File: config.mk
export PLATFORM = sky130hd
export DESIGN_NAME = dirty_rectangle_coalescer
export DESIGN_NICKNAME = d
export VERILOG_FILES = /design/src/hw/rtl/drc_pkg.sv /design/src/hw/rtl/dirty_rectangle_coalescer.sv /design/src/hw/rtl/drc_clip.sv /design/src/hw/rtl/drc_rect_mem.sv
export SDC_FILE = /design/constraint.sdc
export NUM_CORES = 2
export LEC_CHECK = 0
export BUFFER_PORTS_ARGS = -buffer_cell sky130_fd_sc_hd__buf_2
export CORE_MARGIN = 4
export CORE_UTILIZATION = 33
export CTS_CLUSTER_SIZE = 16
export DETAILED_ROUTE_END_ITERATION = 12
export GPL_ROUTABILITY_DRIVEN = 1
export PLACE_DENSITY_LB_ADDON = 0.05
export SLEW_MARGIN = 40
export SYNTH_ARGS = -nofsm -noshare
export SYNTH_HDL_FRONTEND = slang
export SYNTH_HIERARCHICAL = 1
export SYNTH_SLANG_ARGS = --single-unit
File: constraint.sdc
create_clock -name clock -period 7 [get_ports clock]
set_input_delay 1.05 -clock clock [delete_from_list [all_inputs] [get_ports clock]]
set_output_delay 1.05 -clock clock [all_outputs]
set_load 0.01 [all_outputs]
File: src/hw/rtl/drc_pkg.sv
// Shared widths, codes and defaults of the dirty rectangle coalescer.
package drc_pkg;

   // Defaults of the top level parameters.
   localparam int MAX_RECTS_DEF  = 16;
   localparam int COORD_BITS_DEF = 12;

   // Fixed widths of the port fields.
   localparam int IN_COORD_W  = 16;
   localparam int OUT_COORD_W = 12;
   localparam int STATUS_W    = 3;
   localparam int INDEX_W     = 4;
   localparam int COUNT_W     = 5;
   localparam int CSR_DATA_W  = 12;
   localparam int CSR_ADDR_W  = 1;

   // Register indexes.
   localparam logic [CSR_ADDR_W-1:0] CSR_SCREEN_WIDTH  = 1'b0;
   localparam logic [CSR_ADDR_W-1:0] CSR_SCREEN_HEIGHT = 1'b1;

   // Register reset values.
   localparam logic [CSR_DATA_W-1:0] SCREEN_WIDTH_RESET  = 12'd640;
   localparam logic [CSR_DATA_W-1:0] SCREEN_HEIGHT_RESET = 12'd480;

   // Command codes.
   localparam logic CMD_ADD   = 1'b0;
   localparam logic CMD_DRAIN = 1'b1;

   typedef enum logic [STATUS_W-1:0] {
      STATUS_DROPPED     = 3'd0,
      STATUS_MERGED      = 3'd1,
      STATUS_APPENDED    = 3'd2,
      STATUS_OVERFLOW    = 3'd3,
      STATUS_DRAINED     = 3'd4,
      STATUS_DRAIN_EMPTY = 3'd5
   } status_type;

   typedef enum logic [4:0] {
      ST_IDLE        = 5'b00001,
      ST_CLIP        = 5'b00010,
      ST_SCAN        = 5'b00100,
      ST_DRAIN_START = 5'b01000,
      ST_DRAIN       = 5'b10000
   } state_type;

endpackage

File: src/hw/rtl/dirty_rectangle_coalescer.sv
// Top level of the dirty rectangle coalescer: sequencer, screen registers and result word.
//
//   channel   ports                              handshake
//   request   req_cmd, req_in_left..req_in_bottom start high while busy low
//   response  rsp_status..rsp_last               rsp_valid for one cycle
//   config    csr_addr, csr_wdata                csr_we, no wait
//
// An add reads stored entries one by one until a hit or the end of the list; a dropped
// add or an add to an empty list reads none.
// A drain reads every stored entry and emits one word a cycle.
// The single read port of the store reads one entry per cycle.
// Reset empties the list and loads the default screen size; the store is not cleared.
// The receiver cannot stall; each response word is shown for exactly one cycle.
module dirty_rectangle_coalescer import drc_pkg::*; #(
   parameter int MAX_RECTS  = MAX_RECTS_DEF,
   parameter int COORD_BITS = COORD_BITS_DEF
) (
   input  logic                         clock,
   input  logic                         reset,
   input  logic                         start,
   output logic                         busy,
   input  logic                         req_cmd,
   input  logic signed [IN_COORD_W-1:0] req_in_left,
   input  logic signed [IN_COORD_W-1:0] req_in_top,
   input  logic signed [IN_COORD_W-1:0] req_in_right,
   input  logic signed [IN_COORD_W-1:0] req_in_bottom,
   output logic                         rsp_valid,
   output logic [STATUS_W-1:0]          rsp_status,
   output logic [INDEX_W-1:0]           rsp_entry_index,
   output logic [OUT_COORD_W-1:0]       rsp_out_left,
   output logic [OUT_COORD_W-1:0]       rsp_out_top,
   output logic [OUT_COORD_W-1:0]       rsp_out_right,
   output logic [OUT_COORD_W-1:0]       rsp_out_bottom,
   output logic [COUNT_W-1:0]           rsp_entry_count,
   output logic                         rsp_last,
   input  logic                         csr_we,
   input  logic [CSR_ADDR_W-1:0]        csr_addr,
   input  logic [CSR_DATA_W-1:0]        csr_wdata
);

   localparam int IDX_W = (MAX_RECTS > 1) ? $clog2(MAX_RECTS) : 1;
   localparam int CNT_W = $clog2(MAX_RECTS + 1);
   localparam int BOX_W = 4 * COORD_BITS;

   state_type state_ff, state_in;
   logic [IDX_W-1:0]      idx_ff, idx_in;
   logic [CNT_W-1:0]      count_ff, count_in;
   logic [COORD_BITS-1:0] width_ff, width_in, height_ff, height_in;

   logic                  rsp_valid_ff, rsp_valid_in;
   status_type            status_ff, status_in;
   logic [IDX_W-1:0]      index_ff, index_in;
   logic [BOX_W-1:0]      box_ff, box_in;
   logic [CNT_W-1:0]      count_out_ff, count_out_in;
   logic                  last_ff, last_in;

   logic                  clip_load, clip_empty;
   logic [COORD_BITS-1:0] c_l, c_t, c_r, c_b;
   logic [COORD_BITS-1:0] d_l, d_t, d_r, d_b;
   logic [COORD_BITS-1:0] m_l, m_t, m_r, m_b;
   logic [BOX_W-1:0]      clip_box, merged_box;

   logic                  mem_we, mem_re;
   logic [IDX_W-1:0]      mem_waddr, mem_raddr;
   logic [BOX_W-1:0]      mem_wdata, mem_rdata;

   logic                  hit, scan_end, full;

   drc_clip #(
      .COORD_BITS(COORD_BITS)
   ) u_clip (
      .clock        (clock),
      .load         (clip_load),
      .in_left      (req_in_left),
      .in_top       (req_in_top),
      .in_right     (req_in_right),
      .in_bottom    (req_in_bottom),
      .screen_width (width_ff),
      .screen_height(height_ff),
      .clip_left    (c_l),
      .clip_top     (c_t),
      .clip_right   (c_r),
      .clip_bottom  (c_b),
      .empty        (clip_empty)
   );

   drc_rect_mem #(
      .DEPTH (MAX_RECTS),
      .WIDTH (BOX_W),
      .ADDR_W(IDX_W)
   ) u_mem (
      .clock  (clock),
      .wr_en  (mem_we),
      .wr_addr(mem_waddr),
      .wr_data(mem_wdata),
      .rd_en  (mem_re),
      .rd_addr(mem_raddr),
      .rd_data(mem_rdata)
   );

   // Stored boxes are packed left, top, right, bottom from the top bit down.
   assign d_l = mem_rdata[4*COORD_BITS-1 -: COORD_BITS];
   assign d_t = mem_rdata[3*COORD_BITS-1 -: COORD_BITS];
   assign d_r = mem_rdata[2*COORD_BITS-1 -: COORD_BITS];
   assign d_b = mem_rdata[COORD_BITS-1 -: COORD_BITS];

   // Edges that only touch do not count as overlap.
   assign hit = (d_l < c_r) && (c_l < d_r) && (d_t < c_b) && (c_t < d_b);

   assign m_l = (c_l < d_l) ? c_l : d_l;
   assign m_t = (c_t < d_t) ? c_t : d_t;
   assign m_r = (c_r > d_r) ? c_r : d_r;
   assign m_b = (c_b > d_b) ? c_b : d_b;

   assign clip_box   = {c_l, c_t, c_r, c_b};
   assign merged_box = {m_l, m_t, m_r, m_b};

   assign scan_end = (CNT_W'(idx_ff) + CNT_W'(1)) == count_ff;
   assign full     = count_ff == CNT_W'(MAX_RECTS);

   always_comb begin
      width_in  = width_ff;
      height_in = height_ff;
      if (csr_we) begin
         if (csr_addr == CSR_SCREEN_WIDTH) begin
            width_in = COORD_BITS'(csr_wdata);
         end else if (csr_addr == CSR_SCREEN_HEIGHT) begin
            height_in = COORD_BITS'(csr_wdata);
         end
      end
   end

   always_comb begin
      state_in     = state_ff;
      idx_in       = idx_ff;
      count_in     = count_ff;
      rsp_valid_in = 1'b0;
      status_in    = status_ff;
      index_in     = index_ff;
      box_in       = box_ff;
      count_out_in = count_out_ff;
      last_in      = last_ff;
      clip_load    = 1'b0;
      mem_we       = 1'b0;
      mem_waddr    = idx_ff;
      mem_wdata    = merged_box;
      mem_re       = 1'b0;
      mem_raddr    = '0;

      unique case (state_ff)
         ST_IDLE: begin
            if (start) begin
               if (req_cmd == CMD_DRAIN) begin
                  state_in = ST_DRAIN_START;
               end else begin
                  clip_load = 1'b1;
                  state_in  = ST_CLIP;
               end
            end
         end
         ST_CLIP: begin
            if (clip_empty) begin
               rsp_valid_in = 1'b1;
               status_in    = STATUS_DROPPED;
               index_in     = '0;
               box_in       = '0;
               count_out_in = count_ff;
               last_in      = 1'b1;
               state_in     = ST_IDLE;
            end else if (count_ff == '0) begin
               mem_we       = 1'b1;
               mem_waddr    = '0;
               mem_wdata    = clip_box;
               count_in     = CNT_W'(1);
               rsp_valid_in = 1'b1;
               status_in    = STATUS_APPENDED;
               index_in     = '0;
               box_in       = clip_box;
               count_out_in = CNT_W'(1);
               last_in      = 1'b1;
               state_in     = ST_IDLE;
            end else begin
               mem_re    = 1'b1;
               mem_raddr = '0;
               idx_in    = '0;
               state_in  = ST_SCAN;
            end
         end
         ST_SCAN: begin
            // Read data holds entry idx_ff; the next read goes out while it is tested.
            if (hit) begin
               mem_we       = 1'b1;
               mem_waddr    = idx_ff;
               mem_wdata    = merged_box;
               rsp_valid_in = 1'b1;
               status_in    = STATUS_MERGED;
               index_in     = idx_ff;
               box_in       = merged_box;
               count_out_in = count_ff;
               last_in      = 1'b1;
               state_in     = ST_IDLE;
            end else if (scan_end) begin
               rsp_valid_in = 1'b1;
               last_in      = 1'b1;
               state_in     = ST_IDLE;
               mem_we       = 1'b1;
               if (!full) begin
                  mem_waddr    = IDX_W'(count_ff);
                  mem_wdata    = clip_box;
                  count_in     = count_ff + CNT_W'(1);
                  status_in    = STATUS_APPENDED;
                  index_in     = IDX_W'(count_ff);
                  box_in       = clip_box;
                  count_out_in = count_ff + CNT_W'(1);
               end else begin
                  // A full list has just read its last slot, so merge into that one.
                  mem_waddr    = IDX_W'(MAX_RECTS - 1);
                  mem_wdata    = merged_box;
                  status_in    = STATUS_OVERFLOW;
                  index_in     = IDX_W'(MAX_RECTS - 1);
                  box_in       = merged_box;
                  count_out_in = count_ff;
               end
            end else begin
               mem_re    = 1'b1;
               mem_raddr = idx_ff + IDX_W'(1);
               idx_in    = idx_ff + IDX_W'(1);
            end
         end
         ST_DRAIN_START: begin
            if (count_ff == '0) begin
               rsp_valid_in = 1'b1;
               status_in    = STATUS_DRAIN_EMPTY;
               index_in     = '0;
               box_in       = '0;
               count_out_in = '0;
               last_in      = 1'b1;
               state_in     = ST_IDLE;
            end else begin
               mem_re    = 1'b1;
               mem_raddr = '0;
               idx_in    = '0;
               state_in  = ST_DRAIN;
            end
         end
         ST_DRAIN: begin
            rsp_valid_in = 1'b1;
            status_in    = STATUS_DRAINED;
            index_in     = idx_ff;
            box_in       = mem_rdata;
            count_out_in = '0;
            last_in      = scan_end;
            if (scan_end) begin
               count_in = '0;
               state_in = ST_IDLE;
            end else begin
               mem_re    = 1'b1;
               mem_raddr = idx_ff + IDX_W'(1);
               idx_in    = idx_ff + IDX_W'(1);
            end
         end
         default: begin
            state_in = ST_IDLE;
         end
      endcase
   end

   always_ff @(posedge clock) begin
      if (reset) begin
         state_ff     <= ST_IDLE;
         idx_ff       <= '0;
         count_ff     <= '0;
         width_ff     <= COORD_BITS'(SCREEN_WIDTH_RESET);
         height_ff    <= COORD_BITS'(SCREEN_HEIGHT_RESET);
         rsp_valid_ff <= 1'b0;
      end else begin
         state_ff     <= state_in;
         idx_ff       <= idx_in;
         count_ff     <= count_in;
         width_ff     <= width_in;
         height_ff    <= height_in;
         rsp_valid_ff <= rsp_valid_in;
      end
   end

   always_ff @(posedge clock) begin
      status_ff    <= status_in;
      index_ff     <= index_in;
      box_ff       <= box_in;
      count_out_ff <= count_out_in;
      last_ff      <= last_in;
   end

   assign busy            = state_ff != ST_IDLE;
   assign rsp_valid       = rsp_valid_ff;
   assign rsp_status      = status_ff;
   assign rsp_entry_index = INDEX_W'(index_ff);
   assign rsp_out_left    = OUT_COORD_W'(box_ff[4*COORD_BITS-1 -: COORD_BITS]);
   assign rsp_out_top     = OUT_COORD_W'(box_ff[3*COORD_BITS-1 -: COORD_BITS]);
   assign rsp_out_right   = OUT_COORD_W'(box_ff[2*COORD_BITS-1 -: COORD_BITS]);
   assign rsp_out_bottom  = OUT_COORD_W'(box_ff[COORD_BITS-1 -: COORD_BITS]);
   assign rsp_entry_count = COUNT_W'(count_out_ff);
   assign rsp_last        = last_ff;

   // The final word of an item always arrives with the block free again.
   assert property (@(posedge clock) disable iff (reset)
      (rsp_valid && rsp_last) |-> !busy)
      else $error("final response word while still busy");

   // A word that is not the last is part of a drain still in progress.
   assert property (@(posedge clock) disable iff (reset)
      (rsp_valid && !rsp_last) |-> (busy && rsp_status == STATUS_DRAINED))
      else $error("intermediate response word outside a drain");

   // Drain results report an empty list.
   assert property (@(posedge clock) disable iff (reset)
      (rsp_valid && (rsp_status == STATUS_DRAINED || rsp_status == STATUS_DRAIN_EMPTY))
      |-> (rsp_entry_count == '0))
      else $error("drain response with nonzero entry count");

   // The list never grows past its capacity.
   assert property (@(posedge clock) disable iff (reset)
      count_ff <= CNT_W'(MAX_RECTS))
      else $error("rectangle count above capacity");

endmodule

File: src/hw/rtl/drc_clip.sv
// Clip unit: clamps an incoming rectangle to the screen and flags an empty result.
module drc_clip import drc_pkg::*; #(
   parameter int COORD_BITS = COORD_BITS_DEF
) (
   input  logic                         clock,
   input  logic                         load,
   input  logic signed [IN_COORD_W-1:0] in_left,
   input  logic signed [IN_COORD_W-1:0] in_top,
   input  logic signed [IN_COORD_W-1:0] in_right,
   input  logic signed [IN_COORD_W-1:0] in_bottom,
   input  logic [COORD_BITS-1:0]        screen_width,
   input  logic [COORD_BITS-1:0]        screen_height,
   output logic [COORD_BITS-1:0]        clip_left,
   output logic [COORD_BITS-1:0]        clip_top,
   output logic [COORD_BITS-1:0]        clip_right,
   output logic [COORD_BITS-1:0]        clip_bottom,
   output logic                         empty
);

   logic [COORD_BITS-1:0] left_ff, top_ff, right_ff, bottom_ff;

   function automatic logic [COORD_BITS-1:0] clamp_edge(
      input logic signed [IN_COORD_W-1:0] v,
      input logic [COORD_BITS-1:0]        hi
   );
      logic signed [IN_COORD_W:0] v_ext;
      logic signed [IN_COORD_W:0] hi_ext;
      logic [COORD_BITS-1:0]      r;
      v_ext  = {v[IN_COORD_W-1], v};
      hi_ext = $signed({1'b0, IN_COORD_W'(hi)});
      if (v[IN_COORD_W-1]) begin
         r = '0;
      end else if (v_ext > hi_ext) begin
         r = hi;
      end else begin
         r = COORD_BITS'(v);
      end
      return r;
   endfunction

   always_ff @(posedge clock) begin
      if (load) begin
         left_ff   <= clamp_edge(in_left, screen_width);
         top_ff    <= clamp_edge(in_top, screen_height);
         right_ff  <= clamp_edge(in_right, screen_width);
         bottom_ff <= clamp_edge(in_bottom, screen_height);
      end
   end

   assign clip_left   = left_ff;
   assign clip_top    = top_ff;
   assign clip_right  = right_ff;
   assign clip_bottom = bottom_ff;
   assign empty       = (right_ff <= left_ff) || (bottom_ff <= top_ff);

endmodule

File: src/hw/rtl/drc_rect_mem.sv
// Rectangle store: one write port and one registered read port.
module drc_rect_mem #(
   parameter int DEPTH  = 16,
   parameter int WIDTH  = 48,
   parameter int ADDR_W = 4
) (
   input  logic              clock,
   input  logic              wr_en,
   input  logic [ADDR_W-1:0] wr_addr,
   input  logic [WIDTH-1:0]  wr_data,
   input  logic              rd_en,
   input  logic [ADDR_W-1:0] rd_addr,
   output logic [WIDTH-1:0]  rd_data
);

   logic [WIDTH-1:0] mem [DEPTH];
   logic [WIDTH-1:0] rd_data_ff;

   always_ff @(posedge clock) begin
      if (wr_en) begin
         mem[wr_addr] <= wr_data;
      end
   end

   always_ff @(posedge clock) begin
      if (rd_en) begin
         rd_data_ff <= mem[rd_addr];
      end
   end

   assign rd_data = rd_data_ff;

endmodule
-- After elaboration in Yosys (flattened, before gate mapping)
Memories as Yosys holds them, arrays and structs flattened. A register that Yosys moved wholly into a read port is not among the register bits.
Cells that the tools add are included.
- equal/unequal tests: 17
- magnitude comparators: 14
- muxes and demuxes: 87
- reductions and logical operators: 13
- bitwise logic cells: 1
- add/sub/neg operators: 3
- operators by type and width (kind ; count):
    $mux 48 ; 10
    $pmux 48 s4 ; 1
    $mux 12 ; 8
    $pmux 48 s2 ; 1
    $lt 12x12->1 ; 6
    $mux 5 ; 13
    $gt 16x13->1 ; 4
    $mux 4 ; 16
    $pmux 4 s4 ; 2
    $pmux 5 s5 ; 1
    $gt 12x12->1 ; 2
    $le 12x12->1 ; 2
    $mux 3 ; 7
    $pmux 5 s4 ; 1
    $mux 1 ; 19
    $pmux 4 s2 ; 2
    $pmux 5 s3 ; 1
    $ne 2x2->1 const B ; 7
    $pmux 1 s4 ; 3
    $pmux 3 s4 ; 1
    $eq 5x5->1 const B ; 2
    $ne 3x3->1 const B ; 2
    $reduce_and 2->1 ; 3
    $reduce_and 6->1 ; 1
    18 further kinds ; 20
- register bits after elaboration: 148
- logic and storage cells: 151
- input port bits: 82
- bits in writable memories: 768
- memories kept: 1
- output and inout bits: 63
- memories (name ; depth ; width ; rd ports ; clocked after memory_dff ; wr ports ; line ; text):
    u_mem.mem ; 16 ; 48 ; 1 ; 1 ; 1 ; drc_rect_mem.sv:16 ; logic [WIDTH-1:0] mem [DEPTH];

-- Logic depth before layout (Yosys ltp)
- depth in word-level cells: 8
- gate-level depth with buffers: 16
- gate-level depth less buffers: 13

-- By module
Netlist, hierarchy kept.
- modules (own cells, without submodules) (module ; cells an instance ; seq. area each (um2) ; area each (um2) ; times used):
    drc_rect_mem ; 1242 ; 24503.5 ; 30175.2 ; 1
    dirty_rectangle_coalescer ; 794 ; 2612.5 ; 7459.7 ; 1
    drc_clip ; 385 ; 1441.4 ; 3988.8 ; 1

-- Worst setup path after synthesis
No wires, ideal clock.
- kind: reg2reg
- start: register u_clip.left_ff[7] (netlist: u_clip/clip_left[7])
- end: memory u_mem.mem[0][0] (enable)
- stages on the path, launching flop included: 11
- period minus slack after synthesis: 6.619 ns
- setup slack: 0.381 ns
- data required time: 6.487 ns
- data arrival time: 6.106 ns
- library setup time: 0.513 ns
- path buffers: 0
- cell sequence: edfxtp_1 ha_1 nand2_1 nor3_1 a21oi_1 o32ai_1 o31ai_4 nor2_1 mux2i_1 or3b_2 nor3_1
- elaborated cells on any way between the ends: 14
- classes of those cells: order compare (2); mux (8); reduce/logical (4)
- RTL lines (what ; line ; text):
    start: declaration ; drc_clip.sv:20 ; logic [COORD_BITS-1:0] left_ff, top_ff, right_ff, bottom_ff;
    start signal: assignment ; drc_clip.sv:43 ; left_ff <= clamp_edge(in_left, screen_width);
    $lt 12x12->1 ; dirty_rectangle_coalescer.sv:108 ; assign hit = (d_l < c_r) && (c_l < d_r) && (d_t < c_b) && (c_t < d_b);
    $logic_and 1x1->1 (3 in series) ; dirty_rectangle_coalescer.sv:108 ;
    $mux 4 ; dirty_rectangle_coalescer.sv:191 ; if (hit) begin
    $pmux 4 s2 (*) ; dirty_rectangle_coalescer.sv:150 ; unique case (state_ff)
    via mem_waddr[2] ; dirty_rectangle_coalescer.sv:64 ; logic [IDX_W-1:0] mem_waddr, mem_raddr;
    end: declaration ; drc_rect_mem.sv:16 ;
Mark *: on every way through the listed nets, which the timed path passes. The rest lies on a longest branch.

-- Final worst setup path
- start: register u_clip.left_ff[2] (netlist: u_clip/clip_left[2])
- end: register u_mem.rd_data_ff[18] (netlist: u_mem/rd_data[18]), read port of u_mem.mem (data pin)
- word-level cells in the longest chain between the ends: 6
- elaborated cells on any way between the ends: 11
- classes of those cells: order compare (2); mux (5); reduce/logical (4)
- RTL lines (what ; line ; text):
    $lt 12x12->1 ; dirty_rectangle_coalescer.sv:108 ;
    $logic_and 1x1->1 (3 in series) ; dirty_rectangle_coalescer.sv:108 ;
    $mux 4 ; dirty_rectangle_coalescer.sv:191 ;
    $pmux 4 s2 ; dirty_rectangle_coalescer.sv:150 ;
    via mem_raddr[2] ; dirty_rectangle_coalescer.sv:64 ;
    end: declaration ; drc_rect_mem.sv:17 ; logic [WIDTH-1:0] rd_data_ff;
The timed path passes the listed nets, and every way through them passes these cells.
A chain may end at the register's enable or synchronous reset.

==> impl_metrics.toml <==
[status]
status = "completed"

[clocking]
h-tree-depth = 3
cts-root-buf = "clkbuf_16"
cts.sinks = 964
post_cts_buffers = 0
postCtsHoldBufs = 0
clockBufferDepth = 3
cts_tree = "done"
cts_resized = 0
clkTransAtPathRegs_ps = 60
cts_buffers = 104
insertion_delay_ps = 700

[drt]
routed_wirelength_microns = 122400
wl_per_cell_microns = 28.00
via_count = 23130
detail_route.vias_per_cell = 5.293
dr.first_iter.drc_count = 1914
drc_errors = 0
drtPass1Iterations = 5
drtAntennaViolNets = 0

[power]
p_leak_nw = 16.21
power_density_mw_per_mm2 = 250.4
totalPowerFinal_mw = 12.08
peakVddDrop_v = 0.0001672

[synth]
netlist.area_leader.share_pct = 66.73
yosysMostFrequentCell = "edfxtp_1"
synth_nets = 2669
yosys.area.top_type = "edfxtp_1"
synth_flop_cell = "edfxtp_1"
ys_types = 73
synth-seq-cells = 964
ys_top_cells_by_count = "edfxtp_1 (925), mux4_2 (192), ha_1 (166)"
synth_area_leaders = "edfxtp_1 (67%), mux4_2 (10%), ha_1 (5.0%)"
ys_seq_area_share_pct = 68.61
synth-async-reset-ratio_pct = 0
avgSynthCellArea_sq_um = 17.19
ys_warn_count = 6
netlist_instances = 2421
synth.cell_area_sq_mm = 0.04162
synth_edf_count = 925

[layout]
final_area_sq_mm = 0.04822
fillerInstances = 11514
multiInputGateArea_sq_mm = 0.01237
drive_gt1_share_pct = 23.80
area_delta_synth_final_pct = 15.85
seq_area_sq_mm = 0.02856
final_nets = 2880

[hold_path]
hold_path.class = "flop to flop"

[sta]
timing.fmax_ghz = 0.1847
rsz0062_at_grt = "no"
min_period_over_period_pct = 77.33
setup_tns_ps = 0
period_needed_ps = 5413
worst_slew_pin_slew_ps = 859.0
hold_violations = 0
maxSlewViolCount = 0
finalSetupViolations = 0
postLayoutSetupSlackWorst_ps = 1587
hold_ws_ps = 461.6
slew_headroom_pct = 42.73
skew_ps = 26.59

[grt]
antenna_found_initial = 4
grt_max_degree = 57
grt-ovfl-total = 0
grt_pass1_wl_microns = 175000
grt_pass1_vias = 24049
gr-usage-all-layers_pct = 18.44

[placement]
dpl-instance-area_sq_mm = 0.04494
hpwlAfterDp_microns = 77260
portBuffers = 144
gp_congestion = 0.8709
dpl_worst_slack_ps = 1461

[flow_run]
drv_cap = 0

[setup_path]
end_kind = "flop"
start_kind = "flop"
required_ps = 7480
crit_fanout = 32
critical_path_class = "flop to flop"
arrival_ps = 5900

[floorplanning]
initial_utilization_pct = 33.19
dieArea_sq_mm = 0.1319
io_pins = 145
die_x_microns = 363.2
core_sq_mm = 0.1254
die_y_microns = 363.2
row_count = 130
==> flip-flops by register name (all words and copies together), names as in the netlist <==
name	cells
box_ff	48
count_ff	5
height_ff	12
idx_ff	4
rsp_entry_count	5
rsp_entry_index	4
rsp_last	1
rsp_status	3
rsp_valid	1
state_ff	5
u_clip/clip_bottom	12
u_clip/clip_left	12
u_clip/clip_right	12
u_clip/clip_top	12
u_mem/mem	768
u_mem/rd_data	48
width_ff	12
==> worst paths after layout <==
check / startpoint / end / slack, ps / cells past startpoint
worst max-delay path: u_clip/clip_left[2] / u_mem/rd_data[18] / 1590 / 13
worst min-delay path: width_ff[4] / width_ff[4] / 460 / 2
worst max register to register: u_clip/clip_left[2] / u_mem/rd_data[18] / 1590 / 13
worst min register to register: width_ff[4] / width_ff[4] / 460 / 2
==> routing by layer <==
metal | share of wire [%] | GRT usage [%] | up-vias
li1 | - | - | 10148
met1 | 47 | 26.46 | 12265
met2 | 47 | 29.56 | 576
met3 | 4.6 | 2.451 | 141
met4 | 2.2 | 5.095 | 0
met5 | 0 | 0 | -
==> critical path, stage by stage, from the launching register on <==
cell	delay (ps)
edfxtp_1	480
ha_1	340
nand2_1	50
o21ai_0	270
a21oi_1	240
o32ai_1	760
o31ai_4	130
buf_4	260
a21o_1	310
nor2_1	470
and2_2	640
buf_4	620
a22oi_1	220
nand2_1	320
==> through the flow <==
step,util (%),cells
floorplan,-,2421
global placement,35.72,4172
detailed placement,35.83,4174
CTS,38.40,4366
global route,38.45,4368
finish,38.45,4370
==> cells in the final DEF (no fill, tap or decap), types with 8 or more instances in the layout <==
cell type,Yosys,layout
nand4_1,24,24
dfxtp_1,39,39
buf_4,24,31
clkbuf_16,0,105
buf_12,0,21
a22o_1,49,49
nor2b_1,16,14
a22oi_1,99,99
mux2i_4,0,10
mux4_2,192,192
nand2_1,147,147
edfxtp_1,925,925
a21oi_1,75,75
mux2_1,20,20
ha_1,166,166
mux2_2,41,41
clkbuf_1,51,18
buf_2,13,145
a21o_1,16,16
o21ai_0,42,41
nor2_4,0,16
nor2_1,96,80
mux2i_1,42,31
inv_1,130,130
o211ai_1,16,16
clkinv_1,0,26
and3_1,8,8
nand2b_1,23,23
clkinv_2,0,22
nand3_1,23,23
==> where the power goes <==
part / leakage, nW / switching (mW) / internal (mW)
clock network: 1.57 / 2.29 / 2.92
registers: 8.66 / 0.0371 / 6.36
logic: 5.97 / 0.312 / 0.158
==> cells by family after synthesis <==
family | synth area share (%)
mux | 13.05
buf+inv | 2.420
fa+ha+maj | 4.990
compound gates | 6.216
flops | 68.61
simple gates | 4.578
xor+xnor | 0.1383
==> final cells by class <==
| cell class | instances | share of cell area, % |
|---|---|---|
| Sequential cell | 964 | 59.22 |
| Multi-Input combinational cell | 1225 | 25.66 |
| Clock buffer | 125 | 5.646 |
| Tap cell | 1650 | 4.281 |
| Timing Repair Buffer | 207 | 3.142 |
| Clock inverter | 67 | 1.022 |
| Inverter | 130 | 1.012 |
| Antenna cell | 2 | 0.01038 |
(Power assumes the default switching activity.)
